<file path="config.mk">
export PLATFORM = sky130hd
export DESIGN_NAME = one_wire_uart_sequencer_unit
export DESIGN_NICKNAME = d
export VERILOG_FILES = /design/src/rtl/owsu_pkg.sv /design/src/rtl/owsu_ram.sv /design/src/rtl/owsu_ctrl.sv /design/src/rtl/owsu_dp.sv /design/src/rtl/one_wire_uart_sequencer_unit.sv
export SDC_FILE = /design/constraint.sdc
export NUM_CORES = 2
export LEC_CHECK = 0
export ABC_CLOCK_PERIOD_IN_PS = 10550
export BUFFER_PORTS_ARGS = -buffer_cell sky130_fd_sc_hd__buf_2
export CAP_MARGIN = 5
export CELL_PAD_IN_SITES_DETAIL_PLACEMENT = 1
export CELL_PAD_IN_SITES_GLOBAL_PLACEMENT = 1
export CORE_MARGIN = 10
export CORE_UTILIZATION = 40
export DETAILED_ROUTE_END_ITERATION = 7
export GPL_TIMING_DRIVEN = 0
export PLACE_DENSITY_LB_ADDON = 0.1
export SETUP_SLACK_MARGIN = 0.1
export SLEW_MARGIN = 20
export SYNTH_ARGS = -nofsm -noshare
export SYNTH_HDL_FRONTEND = slang
export SYNTH_HIERARCHICAL = 1
export SYNTH_SLANG_ARGS = --single-unit
</file>
<file path="constraint.sdc">
create_clock -name clk -period 10.55 [get_ports clk]
set_input_delay 0.5275 -clock clk [delete_from_list [all_inputs] [get_ports clk]]
set_output_delay 0.5275 -clock clk [all_outputs]
set_load 0.02 [all_outputs]
</file>
<file path="src/rtl/owsu_pkg.sv">
// shared types and constants for the one-wire uart sequencer
`default_nettype none

package owsu_pkg;

	localparam int CMD_W     = 4;
	localparam int CFG_W     = 24;
	localparam int DELAY_W   = 16;
	localparam int BYTE_W    = 8;
	localparam int KIND_W    = 3;
	localparam int ENTRY_W   = KIND_W + DELAY_W;
	localparam int WAIT_W    = 32;
	localparam int WAIT_FRAC = 8;
	localparam int PROD_W    = CFG_W + DELAY_W;
	localparam int STATUS_W  = 2;

	localparam logic [CFG_W-1:0] CFG_RESET = 24'd256;

	localparam logic [CMD_W-1:0] CMD_ADD_WRITE = 4'd0;
	localparam logic [CMD_W-1:0] CMD_ADD_READ  = 4'd1;
	localparam logic [CMD_W-1:0] CMD_ADD_RESET = 4'd2;
	localparam logic [CMD_W-1:0] CMD_ADD_WAIT  = 4'd3;
	localparam logic [CMD_W-1:0] CMD_CLEAR     = 4'd4;
	localparam logic [CMD_W-1:0] CMD_START     = 4'd5;
	localparam logic [CMD_W-1:0] CMD_TX_DONE   = 4'd6;
	localparam logic [CMD_W-1:0] CMD_TICK      = 4'd7;
	localparam logic [CMD_W-1:0] CMD_POP       = 4'd8;

	localparam logic [KIND_W-1:0] KIND_W0   = 3'd0;
	localparam logic [KIND_W-1:0] KIND_W1   = 3'd1;
	localparam logic [KIND_W-1:0] KIND_RD   = 3'd2;
	localparam logic [KIND_W-1:0] KIND_RST  = 3'd3;
	localparam logic [KIND_W-1:0] KIND_WAIT = 3'd4;

	localparam logic [BYTE_W-1:0] BYTE_LOW   = 8'h00;
	localparam logic [BYTE_W-1:0] BYTE_HIGH  = 8'hFF;
	localparam logic [BYTE_W-1:0] BYTE_RESET = 8'hF0;

	localparam logic [STATUS_W-1:0] STATUS_OK    = 2'd0;
	localparam logic [STATUS_W-1:0] STATUS_FULL  = 2'd1;
	localparam logic [STATUS_W-1:0] STATUS_EMPTY = 2'd2;

	typedef enum logic [2:0] {
		ST_IDLE,
		ST_EXEC,
		ST_FIN,
		ST_START,
		ST_LOAD,
		ST_MUL,
		ST_POP,
		ST_EMIT
	} state_t;

	typedef enum logic [3:0] {
		OP_NONE,
		OP_LATCH,
		OP_APPEND,
		OP_CLEAR,
		OP_START_INIT,
		OP_TICK,
		OP_POP_RD,
		OP_POP_TAKE,
		OP_POP_EMPTY,
		OP_FIN_RD,
		OP_FIN,
		OP_CUR_RD,
		OP_SET_READY,
		OP_LOAD,
		OP_WAIT_SET,
		OP_EMIT
	} op_t;

	typedef struct packed {
		logic [CMD_W-1:0] cmd;
		logic             fin_ok;
		logic             waiting;
		logic             wait_last;
		logic             rx_avail;
		logic             seq_end;
		logic             cur_wait;
		logic             out_free;
	} dp_stat_t;

endpackage

`default_nettype wire

</file>
<file path="src/rtl/owsu_ram.sv">
// generic single write port ram with registered read
`default_nettype none

module owsu_ram #(
	parameter int WIDTH = 8,
	parameter int DEPTH = 64
) (
	input  wire logic                     clk,
	input  wire logic                     we,
	input  wire logic [$clog2(DEPTH)-1:0] waddr,
	input  wire logic [WIDTH-1:0]         wdata,
	input  wire logic                     re,
	input  wire logic [$clog2(DEPTH)-1:0] raddr,
	output logic      [WIDTH-1:0]         rdata
);

	logic [WIDTH-1:0] mem_q [DEPTH];

	always_ff @(posedge clk) begin
		if (we) begin
			mem_q[waddr] <= wdata;
		end
		if (re) begin
			rdata <= mem_q[raddr];
		end
	end

endmodule

`default_nettype wire

</file>
<file path="src/rtl/owsu_ctrl.sv">
// sequencer controller state machine
`default_nettype none

module owsu_ctrl (
	input  wire logic              clk,
	input  wire logic              arst_n,
	input  wire logic              cmd_valid,
	output logic                   cmd_stall,
	input  wire owsu_pkg::dp_stat_t stat,
	output owsu_pkg::op_t          op
);

	owsu_pkg::state_t state_q;
	owsu_pkg::state_t state_d;

	always_ff @(posedge clk or negedge arst_n) begin
		if (!arst_n) begin
			state_q <= owsu_pkg::ST_IDLE;
		end else begin
			state_q <= state_d;
		end
	end

	always_comb begin
		state_d = state_q;
		unique case (state_q)
			owsu_pkg::ST_IDLE: begin
				if (cmd_valid) begin
					state_d = owsu_pkg::ST_EXEC;
				end
			end
			owsu_pkg::ST_EXEC: begin
				unique case (stat.cmd) inside
					owsu_pkg::CMD_START: state_d = owsu_pkg::ST_START;
					owsu_pkg::CMD_TX_DONE: begin
						state_d = stat.fin_ok ? owsu_pkg::ST_FIN : owsu_pkg::ST_EMIT;
					end
					owsu_pkg::CMD_TICK: begin
						state_d = (stat.waiting && stat.wait_last) ?
							owsu_pkg::ST_START : owsu_pkg::ST_EMIT;
					end
					owsu_pkg::CMD_POP: begin
						state_d = stat.rx_avail ? owsu_pkg::ST_POP : owsu_pkg::ST_EMIT;
					end
					default: state_d = owsu_pkg::ST_EMIT;
				endcase
			end
			owsu_pkg::ST_FIN: state_d = owsu_pkg::ST_START;
			owsu_pkg::ST_START: begin
				state_d = stat.seq_end ? owsu_pkg::ST_EMIT : owsu_pkg::ST_LOAD;
			end
			owsu_pkg::ST_LOAD: begin
				state_d = stat.cur_wait ? owsu_pkg::ST_MUL : owsu_pkg::ST_EMIT;
			end
			owsu_pkg::ST_MUL: state_d = owsu_pkg::ST_EMIT;
			owsu_pkg::ST_POP: state_d = owsu_pkg::ST_EMIT;
			owsu_pkg::ST_EMIT: begin
				if (stat.out_free) begin
					state_d = owsu_pkg::ST_IDLE;
				end
			end
			default: state_d = owsu_pkg::ST_IDLE;
		endcase
	end

	always_comb begin
		op        = owsu_pkg::OP_NONE;
		cmd_stall = (state_q != owsu_pkg::ST_IDLE);
		unique case (state_q)
			owsu_pkg::ST_IDLE: begin
				if (cmd_valid) begin
					op = owsu_pkg::OP_LATCH;
				end
			end
			owsu_pkg::ST_EXEC: begin
				unique case (stat.cmd) inside
					owsu_pkg::CMD_ADD_WRITE, owsu_pkg::CMD_ADD_READ,
					owsu_pkg::CMD_ADD_RESET, owsu_pkg::CMD_ADD_WAIT: begin
						op = owsu_pkg::OP_APPEND;
					end
					owsu_pkg::CMD_CLEAR: op = owsu_pkg::OP_CLEAR;
					owsu_pkg::CMD_START: op = owsu_pkg::OP_START_INIT;
					owsu_pkg::CMD_TX_DONE: begin
						op = stat.fin_ok ? owsu_pkg::OP_FIN_RD : owsu_pkg::OP_NONE;
					end
					owsu_pkg::CMD_TICK: op = owsu_pkg::OP_TICK;
					owsu_pkg::CMD_POP: begin
						op = stat.rx_avail ? owsu_pkg::OP_POP_RD : owsu_pkg::OP_POP_EMPTY;
					end
					default: op = owsu_pkg::OP_NONE;
				endcase
			end
			owsu_pkg::ST_FIN: op = owsu_pkg::OP_FIN;
			owsu_pkg::ST_START: begin
				op = stat.seq_end ? owsu_pkg::OP_SET_READY : owsu_pkg::OP_CUR_RD;
			end
			owsu_pkg::ST_LOAD: op = owsu_pkg::OP_LOAD;
			owsu_pkg::ST_MUL: op = owsu_pkg::OP_WAIT_SET;
			owsu_pkg::ST_POP: op = owsu_pkg::OP_POP_TAKE;
			owsu_pkg::ST_EMIT: begin
				if (stat.out_free) begin
					op = owsu_pkg::OP_EMIT;
				end
			end
			default: op = owsu_pkg::OP_NONE;
		endcase
	end

	a_accept_exec: assert property (@(posedge clk) disable iff (!arst_n)
		(cmd_valid && !cmd_stall) |=> (state_q == owsu_pkg::ST_EXEC))
		else $error("accepted beat did not enter execute");

	a_load_after_start: assert property (@(posedge clk) disable iff (!arst_n)
		(state_q == owsu_pkg::ST_LOAD) |-> ($past(state_q) == owsu_pkg::ST_START))
		else $error("element load without a start");

	a_mul_after_load: assert property (@(posedge clk) disable iff (!arst_n)
		(state_q == owsu_pkg::ST_MUL) |-> ($past(state_q) == owsu_pkg::ST_LOAD))
		else $error("wait setup without an element load");

endmodule

`default_nettype wire

</file>
<file path="src/rtl/owsu_dp.sv">
// sequencer datapath: sequence store, read-bit store, flags and result register
`default_nettype none

module owsu_dp #(
	parameter int SEQ_DEPTH = 64,
	parameter int RX_DEPTH  = 64
) (
	input  wire logic                              clk,
	input  wire logic                              arst_n,
	input  wire owsu_pkg::op_t                     op,
	output owsu_pkg::dp_stat_t                     stat,
	input  wire logic [owsu_pkg::CMD_W-1:0]        cmd,
	input  wire logic                              write_bit,
	input  wire logic [owsu_pkg::DELAY_W-1:0]      wait_ms,
	input  wire logic [owsu_pkg::BYTE_W-1:0]       rx_byte,
	input  wire logic                              cfg_wen,
	input  wire logic [owsu_pkg::CFG_W-1:0]        cfg_wdata,
	output logic                                   rsp_valid,
	input  wire logic                              rsp_stall,
	output logic                                   tx_valid,
	output logic      [owsu_pkg::BYTE_W-1:0]       tx_byte,
	output logic                                   slow_baud,
	output logic                                   seq_ready,
	output logic                                   presence,
	output logic                                   read_bit,
	output logic                                   read_valid,
	output logic      [owsu_pkg::STATUS_W-1:0]     status
);

	localparam int SEQ_AW = $clog2(SEQ_DEPTH);
	localparam int SEQ_CW = $clog2(SEQ_DEPTH + 1);
	localparam int RX_AW  = $clog2(RX_DEPTH);
	localparam int RX_CW  = $clog2(RX_DEPTH + 1);

	logic [owsu_pkg::CFG_W-1:0]    cfg_q;
	logic [owsu_pkg::CMD_W-1:0]    cmd_q;
	logic                          wbit_q;
	logic [owsu_pkg::DELAY_W-1:0]  dly_q;
	logic [owsu_pkg::BYTE_W-1:0]   rx_q;
	logic [SEQ_CW-1:0]             seq_count_q;
	logic [SEQ_CW-1:0]             exec_q;
	logic [RX_CW-1:0]              rx_wr_q;
	logic [RX_CW-1:0]              rx_rd_q;
	logic [owsu_pkg::WAIT_W-1:0]   wait_left_q;
	logic                          waiting_q;
	logic                          ready_q;
	logic                          presence_q;
	logic                          slow_q;
	logic [owsu_pkg::PROD_W-1:0]   prod_q;
	logic                          tx_v_q;
	logic [owsu_pkg::BYTE_W-1:0]   tx_b_q;
	logic                          rbit_q;
	logic                          rvalid_q;
	logic [owsu_pkg::STATUS_W-1:0] status_q;
	logic                          rsp_valid_q;

	logic                          seq_full;
	logic [SEQ_CW-1:0]             fin_idx;
	logic [owsu_pkg::KIND_W-1:0]   new_kind;
	logic [owsu_pkg::DELAY_W-1:0]  new_dly;
	logic [owsu_pkg::KIND_W-1:0]   rd_kind;
	logic                          seq_we;
	logic                          seq_re;
	logic [SEQ_AW-1:0]             seq_raddr;
	logic [owsu_pkg::ENTRY_W-1:0]  seq_wdata;
	logic [owsu_pkg::ENTRY_W-1:0]  seq_rdata;
	logic                          rx_we;
	logic                          rx_re;
	logic                          rx_wdata;
	logic                          rx_rdata;
	logic                          out_free;

	assign seq_full = (seq_count_q == SEQ_CW'(SEQ_DEPTH));
	assign fin_idx  = exec_q - SEQ_CW'(1);
	assign rd_kind  = seq_rdata[owsu_pkg::ENTRY_W-1:owsu_pkg::DELAY_W];
	assign out_free = !rsp_valid_q || !rsp_stall;

	always_comb begin
		new_dly = '0;
		case (cmd_q) inside
			owsu_pkg::CMD_ADD_WRITE: begin
				new_kind = wbit_q ? owsu_pkg::KIND_W1 : owsu_pkg::KIND_W0;
			end
			owsu_pkg::CMD_ADD_READ:  new_kind = owsu_pkg::KIND_RD;
			owsu_pkg::CMD_ADD_RESET: new_kind = owsu_pkg::KIND_RST;
			default: begin
				new_kind = owsu_pkg::KIND_WAIT;
				new_dly  = dly_q;
			end
		endcase
	end

	assign seq_wdata = {new_kind, new_dly};
	assign seq_we    = (op == owsu_pkg::OP_APPEND) && !seq_full;
	assign seq_re    = (op == owsu_pkg::OP_FIN_RD) || (op == owsu_pkg::OP_CUR_RD);
	assign seq_raddr = (op == owsu_pkg::OP_FIN_RD) ? fin_idx[SEQ_AW-1:0] : exec_q[SEQ_AW-1:0];

	assign rx_we    = (op == owsu_pkg::OP_FIN) && (rd_kind == owsu_pkg::KIND_RD) &&
		(rx_wr_q < RX_CW'(RX_DEPTH));
	assign rx_wdata = (rx_q == owsu_pkg::BYTE_HIGH);
	assign rx_re    = (op == owsu_pkg::OP_POP_RD);

	owsu_ram #(
		.WIDTH (owsu_pkg::ENTRY_W),
		.DEPTH (SEQ_DEPTH)
	) u_seq_ram (
		.clk   (clk),
		.we    (seq_we),
		.waddr (seq_count_q[SEQ_AW-1:0]),
		.wdata (seq_wdata),
		.re    (seq_re),
		.raddr (seq_raddr),
		.rdata (seq_rdata)
	);

	owsu_ram #(
		.WIDTH (1),
		.DEPTH (RX_DEPTH)
	) u_rx_ram (
		.clk   (clk),
		.we    (rx_we),
		.waddr (rx_wr_q[RX_AW-1:0]),
		.wdata (rx_wdata),
		.re    (rx_re),
		.raddr (rx_rd_q[RX_AW-1:0]),
		.rdata (rx_rdata)
	);

	// beat fields and per-beat scratch
	always_ff @(posedge clk) begin
		unique case (op)
			owsu_pkg::OP_LATCH: begin
				cmd_q    <= cmd;
				wbit_q   <= write_bit;
				dly_q    <= wait_ms;
				rx_q     <= rx_byte;
				tx_v_q   <= 1'b0;
				tx_b_q   <= owsu_pkg::BYTE_LOW;
				rbit_q   <= 1'b0;
				rvalid_q <= 1'b0;
				status_q <= owsu_pkg::STATUS_OK;
			end
			owsu_pkg::OP_APPEND: begin
				if (seq_full) begin
					status_q <= owsu_pkg::STATUS_FULL;
				end
			end
			owsu_pkg::OP_POP_EMPTY: status_q <= owsu_pkg::STATUS_EMPTY;
			owsu_pkg::OP_POP_TAKE: begin
				rbit_q   <= rx_rdata;
				rvalid_q <= 1'b1;
			end
			owsu_pkg::OP_LOAD: begin
				case (rd_kind)
					owsu_pkg::KIND_W0: begin
						tx_v_q <= 1'b1;
						tx_b_q <= owsu_pkg::BYTE_LOW;
					end
					owsu_pkg::KIND_W1, owsu_pkg::KIND_RD: begin
						tx_v_q <= 1'b1;
						tx_b_q <= owsu_pkg::BYTE_HIGH;
					end
					owsu_pkg::KIND_RST: begin
						tx_v_q <= 1'b1;
						tx_b_q <= owsu_pkg::BYTE_RESET;
					end
					default: begin
					end
				endcase
				prod_q <= owsu_pkg::PROD_W'(cfg_q) *
					owsu_pkg::PROD_W'(seq_rdata[owsu_pkg::DELAY_W-1:0]);
			end
			default: begin
			end
		endcase
	end

	always_ff @(posedge clk or negedge arst_n) begin
		if (!arst_n) begin
			cfg_q       <= owsu_pkg::CFG_RESET;
			seq_count_q <= '0;
			exec_q      <= '0;
			rx_wr_q     <= '0;
			rx_rd_q     <= '0;
			wait_left_q <= '0;
			waiting_q   <= 1'b0;
			ready_q     <= 1'b0;
			presence_q  <= 1'b0;
			slow_q      <= 1'b0;
		end else begin
			if (cfg_wen) begin
				cfg_q <= cfg_wdata;
			end
			unique case (op)
				owsu_pkg::OP_APPEND: begin
					if (!seq_full) begin
						seq_count_q <= seq_count_q + SEQ_CW'(1);
					end
				end
				owsu_pkg::OP_CLEAR: seq_count_q <= '0;
				owsu_pkg::OP_START_INIT: begin
					exec_q      <= '0;
					rx_wr_q     <= '0;
					rx_rd_q     <= '0;
					ready_q     <= 1'b0;
					waiting_q   <= 1'b0;
					wait_left_q <= '0;
				end
				owsu_pkg::OP_TICK: begin
					if (waiting_q) begin
						if (wait_left_q != '0) begin
							wait_left_q <= wait_left_q - owsu_pkg::WAIT_W'(1);
						end
						if (stat.wait_last) begin
							waiting_q <= 1'b0;
						end
					end
				end
				owsu_pkg::OP_POP_RD: rx_rd_q <= rx_rd_q + RX_CW'(1);
				owsu_pkg::OP_FIN: begin
					if (rx_we) begin
						rx_wr_q <= rx_wr_q + RX_CW'(1);
					end
					if (rd_kind == owsu_pkg::KIND_RST) begin
						presence_q <= (rx_q != owsu_pkg::BYTE_HIGH);
						slow_q     <= 1'b0;
					end
				end
				owsu_pkg::OP_CUR_RD: exec_q <= exec_q + SEQ_CW'(1);
				owsu_pkg::OP_SET_READY: ready_q <= 1'b1;
				owsu_pkg::OP_LOAD: begin
					if (rd_kind == owsu_pkg::KIND_RST) begin
						slow_q <= 1'b1;
					end
				end
				owsu_pkg::OP_WAIT_SET: begin
					wait_left_q <= prod_q[owsu_pkg::PROD_W-1:owsu_pkg::WAIT_FRAC] +
						owsu_pkg::WAIT_W'(1);
					waiting_q   <= 1'b1;
				end
				default: begin
				end
			endcase
		end
	end

	// result register
	always_ff @(posedge clk or negedge arst_n) begin
		if (!arst_n) begin
			rsp_valid_q <= 1'b0;
		end else if (op == owsu_pkg::OP_EMIT) begin
			rsp_valid_q <= 1'b1;
		end else if (!rsp_stall) begin
			rsp_valid_q <= 1'b0;
		end
	end

	always_ff @(posedge clk) begin
		if (op == owsu_pkg::OP_EMIT) begin
			tx_valid   <= tx_v_q;
			tx_byte    <= tx_b_q;
			slow_baud  <= slow_q;
			seq_ready  <= ready_q;
			presence   <= presence_q;
			read_bit   <= rbit_q;
			read_valid <= rvalid_q;
			status     <= status_q;
		end
	end

	assign rsp_valid = rsp_valid_q;

	always_comb begin
		stat.cmd       = cmd_q;
		stat.fin_ok    = !waiting_q && !ready_q && (exec_q != '0);
		stat.waiting   = waiting_q;
		stat.wait_last = (wait_left_q[owsu_pkg::WAIT_W-1:1] == '0);
		stat.rx_avail  = (rx_rd_q < rx_wr_q);
		stat.seq_end   = (exec_q >= seq_count_q);
		stat.cur_wait  = (rd_kind == owsu_pkg::KIND_WAIT);
		stat.out_free  = out_free;
	end

	a_rd_behind_wr: assert property (@(posedge clk) disable iff (!arst_n)
		rx_rd_q <= rx_wr_q)
		else $error("read-bit pop passed the write position");

	a_count_bound: assert property (@(posedge clk) disable iff (!arst_n)
		(seq_count_q <= SEQ_CW'(SEQ_DEPTH)) && (rx_wr_q <= RX_CW'(RX_DEPTH)))
		else $error("store position beyond depth");

	a_wait_not_ready: assert property (@(posedge clk) disable iff (!arst_n)
		!(waiting_q && ready_q))
		else $error("waiting and ready both set");

endmodule

`default_nettype wire

</file>
<file path="src/rtl/one_wire_uart_sequencer_unit.sv">
// one-wire master sequencer over a byte uart: top level
// append, clear and ignored events run from acceptance through execute to the result beat,
// a pop adds the read-bit fetch, start, tx done and an expiring tick the element fetch and
// the wait multiply, on the single read port of the sequence ram; a command beat is taken
// only once the last has emitted its result, which waits while the result register is stalled
// reset clears all control state and counters, sets the tick scale to 256 and leaves both
// stores unwritten
`default_nettype none

module one_wire_uart_sequencer_unit #(
	parameter int SEQ_DEPTH = 64,
	parameter int RX_DEPTH  = 64
) (
	input  wire logic                          clk,
	input  wire logic                          arst_n,
	input  wire logic                          cfg_wen,
	input  wire logic [owsu_pkg::CFG_W-1:0]    cfg_wdata,
	input  wire logic                          cmd_valid,
	output logic                               cmd_stall,
	input  wire logic [owsu_pkg::CMD_W-1:0]    cmd,
	input  wire logic                          write_bit,
	input  wire logic [owsu_pkg::DELAY_W-1:0]  wait_ms,
	input  wire logic [owsu_pkg::BYTE_W-1:0]   rx_byte,
	output logic                               rsp_valid,
	input  wire logic                          rsp_stall,
	output logic                               tx_valid,
	output logic      [owsu_pkg::BYTE_W-1:0]   tx_byte,
	output logic                               slow_baud,
	output logic                               seq_ready,
	output logic                               presence,
	output logic                               read_bit,
	output logic                               read_valid,
	output logic      [owsu_pkg::STATUS_W-1:0] status
);

	owsu_pkg::op_t      op;
	owsu_pkg::dp_stat_t stat;

	owsu_ctrl u_ctrl (
		.clk       (clk),
		.arst_n    (arst_n),
		.cmd_valid (cmd_valid),
		.cmd_stall (cmd_stall),
		.stat      (stat),
		.op        (op)
	);

	owsu_dp #(
		.SEQ_DEPTH (SEQ_DEPTH),
		.RX_DEPTH  (RX_DEPTH)
	) u_dp (
		.clk        (clk),
		.arst_n     (arst_n),
		.op         (op),
		.stat       (stat),
		.cmd        (cmd),
		.write_bit  (write_bit),
		.wait_ms    (wait_ms),
		.rx_byte    (rx_byte),
		.cfg_wen    (cfg_wen),
		.cfg_wdata  (cfg_wdata),
		.rsp_valid  (rsp_valid),
		.rsp_stall  (rsp_stall),
		.tx_valid   (tx_valid),
		.tx_byte    (tx_byte),
		.slow_baud  (slow_baud),
		.seq_ready  (seq_ready),
		.presence   (presence),
		.read_bit   (read_bit),
		.read_valid (read_valid),
		.status     (status)
	);

endmodule

`default_nettype wire
</file>
Word level (Yosys, flattened, before mapping)
Memories as Yosys holds them, arrays and structs flattened. A register that Yosys moved wholly into a read port is not among the register bits.
Index checks and enable logic that the tools add are counted.
- memory bits (writable): 1280
- input bits: 58
- bits in registers: 190
- output and inout port bits: 18
- logic and storage cells: 189
- memories kept: 2
- memory list (name ; words ; width ; read ports ; clocked after Yosys merged registers in ; write ports ; RTL line ; text):
    u_dp.u_seq_ram.mem_q ; 64 ; 19 ; 1 ; 1 ; 1 ; owsu_ram.sv:17 ; logic [WIDTH-1:0] mem_q [DEPTH];
    u_dp.u_rx_ram.mem_q ; 64 ; 1 ; 1 ; 1 ; 1 ; owsu_ram.sv:17 ;
- add/sub/neg operators: 7
- multiplexer cells: 54
- $mul: 1
- order comparisons: 3
- eq/ne operators: 49
- reductions and logical operators: 43
- operator list (kind ; number):
    one-hot mux 32 bit (3 select lines) ; 1
    2-to-1 mux 32 bit ; 2
    one-hot mux 7 bit (2 select lines) ; 4
    2-to-1 mux 16 bit ; 3
    multiplier 24 x 16 -> 40 bit ; 1
    == test 4 bit, second input constant ; 9
    adder 32 x 1 -> 32 bit, second input constant ; 1
    == test 4 x 3 -> 1 bit, second input constant ; 8
    one-hot mux 4 bit (8 select lines) ; 1
    nonzero test 32 bit ; 1
    subtractor 32 x 1 -> 32 bit, second input constant ; 1
    logical NOT 31 bit ; 1
    adder 7 x 1 -> 7 bit, second input constant ; 4
    2-to-1 mux 3 bit ; 8
    one-hot mux 4 bit (6 select lines) ; 1
    one-hot mux 8 bit (3 select lines) ; 1
    one-hot mux 3 bit (7 select lines) ; 1
    == test 4 x 2 -> 1 bit, second input constant ; 4
    one-hot mux 8 bit (2 select lines) ; 1
    nonzero test 2 bit ; 8
    == test 3 bit, second input constant ; 5
    2-to-1 mux 1 bit ; 14
    2-to-1 mux 7 bit ; 2
    inequality test 2 x 1 -> 1 bit, second input constant ; 7
    other kinds (30) ; 68

Longest topological paths before layout
- word-level depth: 11
- depth in mapped cells: 26
- depth with buffers taken out: 21

Hierarchy
Netlist, hierarchy kept.
- by module, submodules not included (module ; cells each ; instances ; sequential area each (um2) ; area each (um2)):
    owsu_ram at u_dp.u_seq_ram ; 2113 ; 1 ; 37085.6 ; 47304.1
    owsu_dp ; 2160 ; 1 ; 4570.6 ; 20367.0
    owsu_ram at u_dp.u_rx_ram ; 204 ; 1 ; 1951.9 ; 2924.1
    owsu_ctrl ; 59 ; 1 ; 75.1 ; 437.9

Worst setup path after synthesis
OpenSTA, ideal clock, no wires.
- kind: register -> register
- start point: reg u_dp/cfg_q[21] (netlist name)
- end point: reg u_dp/prod_q[35] (netlist name), data pin
- path slack: 4.451 ns
- setup time: 0.260 ns
- path buffers: 2
- data required time: 10.290 ns
- arrival time: 5.839 ns
- period minus slack after synthesis: 6.099 ns
- stages on the path, launching flop included: 23
- cell sequence: dfrtp_1 clkbuf_1 clkbuf_1 nand2_1 fa_1 inv_1 fa_1 inv_1 fa_1 inv_1 fa_1 fa_1 inv_1 fa_1 inv_1 ha_1 nand4_1 nor3_1 a2111oi_0 a211oi_1 a211o_1 and2_1 xor2_1
- word-level cells in the longest chain between the ends: 1
- ends and longest elaborated chain (item ; RTL line ; text):
    start: declaration ; owsu_dp.sv:35 ; logic [owsu_pkg::CFG_W-1:0] cfg_q;
    start signal: assignment ; owsu_dp.sv:180 ; cfg_q <= owsu_pkg::CFG_RESET;
    start signal: assignment ; owsu_dp.sv:192 ; cfg_q <= cfg_wdata;
    multiplier 24 x 16 -> 40 bit ; owsu_dp.sv:170 ; prod_q <= owsu_pkg::PROD_W'(cfg_q) *
    end signal: assignment ; owsu_dp.sv:170 ;
    end: declaration ; owsu_dp.sv:49 ; logic [owsu_pkg::PROD_W-1:0] prod_q;
Every way passes these cells.
A chain may end at the register's enable or synchronous reset.

==> out/results.ini <==
[global_routing]
antenna_found_initial = 10
grt_pass1_wl_mm = 308.6
grtUsageTotal_pct = 21.74
grt_pass1_vias = 43407
grt-ovfl-total = 0
grt_max_degree = 60

[synth]
synth_compound_area_share_pct = 4.317
synth_top_family_by_area = multiplexers
synth_most_common_cell = edfxtp_1
synth_fa_ha_area_share_pct = 10.90
async_flop_share_pct = 6.259
ys_ff_latch = 1470
synthXorXnorAreaFrac_pct = 0.9741
ys_warn_count = 6
syn_area_um2 = 71030
synthSimpleGateAreaFrac_pct = 6.878
synth_cells = 4536
yosys-top-cells-count = 1378 x edfxtp_1, 374 x inv_1, 328 x nand2_1
netlist_top_cells_area = edfxtp_1 58%, mux4_2 8.8%, fa_1 8.6%
synth_largest_area_cell = edfxtp_1
synth_nets = 5030
yosysUniqueCellTypes = 92
syn_avg_cell_area_um2 = 15.66
muxShareOfSynthArea_pct = 11.75
synth-edff-count = 1378
ys_seq_area_share_pct = 61.50
synth_top_area_share_pct = 58.25
ys.flop_type = edfxtp_1

[timing]
setup_viol = 0
fin_crit_ns = 8.390
final.period_utilization_pct = 79.53
slew_violations = 0
final.setup.worst_slack_ns = 2.160
fin_tns_setup_ns = 0
relSlewSlack_pct = 16.46
max_freq_ghz = 0.1192
rsz0062_at_grt = false
worstMarginPinSlew_ns = 1.253
skew_ns = 0.04764
hold_viol = 0

[routing]
num_vias = 41026
viasPerCell = 5.555
drc_errors = 0
routedWlPerCell_um = 28.61
drt-initial-drc-count = 3627
drtPass1Iterations = 5
final_antenna_net_count = 0
drt_wl_total_mm = 211.3

[layout]
fin_nets = 5412
layout-drive-gt1-share_pct = 18.41
nFillCells = 17157
area_growth_pct = 16.08
seqCellArea_um2 = 43680
multiInputGateArea_um2 = 25420
final_area_um2 = 82450

[place]
dp_hpwl_mm = 149.3
globalplace.congestion = 0.8244
pre_cts_ws_ns = 2.155
port_buffers = 74
placed_area_um2 = 76920

[flow_run]
maxCapViolCount = 0

[critical_path]
criticalPathCategory = flop to flop
worstPathArrival_ns = 8.85
endpoint_kind = flop
path_max_fanout = 12
crit_path_start_kind = flop
cp_data_required_time_ns = 11.01

[die]
initial_core_util_pct = 40.29
num_rows = 154
die-area_um2 = 194800
ios = 76
core_area_um2 = 176300
dieHeight_um = 441.4
die_w_um = 441.4

[cts]
clock-sinks = 1470
post-cts-setup-buffer-count = 0
numCtsBuffers = 161
clock-root-buffer = clkbuf_16
clk_pin_slew_ns = 0.07
ctsLongestPathBuffers = 3
cts_max_level = 4
clk_latency_ns = 0.82
cts_tree = yes

[status]
status = completed

[hold_path]
holdCritPathClass = primary input to flop

[state kept, by name, summed over array words and instances, names as in the netlist, 4 cells and up]
name,cells
u_dp/rx_wr_q,7
u_dp/u_seq_ram/rdata,19
u_dp/dly_q,16
u_dp/cmd_q,4
u_dp/rx_q,8
u_dp/rx_rd_q,7
u_dp/prod_q,32
u_dp/seq_count_q,7
u_dp/exec_q,7
u_dp/cfg_q,24
u_dp/u_seq_ram/mem_q,1216
u_dp/wait_left_q,32
u_dp/u_rx_ram/mem_q,64
[through the flow]
step	hold WS, ns	utilization, %	cells
2_1_floorplan	0.2319	-	4536
3_3_place_gp	0.4094	42.16	6950
3_5_place_dp	0.4152	43.63	7040
4_1_cts	0.04252	46.76	7382
5_1_grt	0.09561	46.76	7382
6_report	0.1307	46.77	7385
[area by class of cell]
class                      instances  share of cell area [%]
multi-input combinational       2454                   30.83
clock inverter                    84                  0.8968
sequential                      1470                   52.98
buffer                           237                   1.469
clock buffer                     203                   5.141
inverter                         375                   1.710
timing repair buffer             219                   3.413
tap                             2340                   3.551
antenna                            3                0.009105
[worst paths after layout]
path,slack (ns),end,start,cells past startpoint
worst max register to register,2.16,u_dp/u_seq_ram/rdata[14],u_dp/seq_count_q[0],22
min in group asynchronous,0.30,u_dp/rx_rd_q[5],arst_n,2
max in group asynchronous,9.52,u_dp/cfg_q[8],arst_n,3
worst max-delay path,2.16,u_dp/u_seq_ram/rdata[14],u_dp/seq_count_q[0],22
worst min-delay path,0.13,u_ctrl/state_q[0],cmd_valid,3
worst min register to register,0.43,u_dp/read_bit,u_dp/rbit_q,0
[repair_timing]
item / 4_1_cts / 5_1_grt
hold endpoints to repair: 107 / 0
gates resized for setup: 0 / 0
hold buffers: 55 / 0
[worst max-delay path, cell delays in order, from the launching register on]
cell and delay (ns):
dfrtp_1 0.72, ha_1 0.33, nand2b_1 0.14, a21o_1 0.18, a21o_1 0.18, a21o_1 0.17, a21o_1 0.17, a21o_1 0.17
a21o_1 0.23, o31ai_1 0.23, a21oi_1 0.10, a22oi_1 0.47, nand2b_1 0.35, nand2b_1 0.31, or4_1 0.47, nor3_1 0.19
xor2_1 0.34, clkbuf_1 0.74, nand2b_1 0.20, buf_1 0.43, clkbuf_1 0.66, o22ai_1 0.33, nor3_1 0.89
[cell usage in the layout (no fill, tap or decap), types with 35 or more instances in the layout]
cell type	netlist	final
o21ai_0	82	82
dlygate4sd3_1	0	55
buf_2	40	117
nand2_1	328	328
inv_1	374	372
fa_1	305	305
mux2i_1	139	139
nor2_1	241	176
dfrtp_1	91	91
buf_4	34	41
nor2_4	0	65
o22ai_1	46	46
o21ai_1	35	35
clkbuf_16	0	163
ha_1	131	131
clkinv_1	0	39
buf_16	0	36
a22oi_1	51	51
mux2_2	49	49
buf_12	0	37
xnor2_1	46	45
and2_1	168	167
nor3_1	47	44
a21oi_1	64	64
mux4_2	276	276
nand3_1	40	40
edfxtp_1	1378	1378
clkbuf_1	137	175
[cells by family (layout without fill, tap and decap cells)]
logic type,count (synthesis),in the layout
other,0,3
and+or+nand+nor,1006,1006
xor gates and xnor gates,79,79
buffers and inverters,612,1118
muxes,471,471
DFF,1470,1470
adders and majority gates,436,436
AOI/OAI and AO/OA,462,462
[layer usage]
layer / global-route usage (%) / wire, um
met5: 0 / 0
met4: 6.482 / 6161
met3: 2.910 / 10100
met2: 35.78 / 102800
met1: 30.19 / 92230
Power is not shown: default switching activity piles up to over one toggle a cycle in this logic, so the estimate is an artifact.
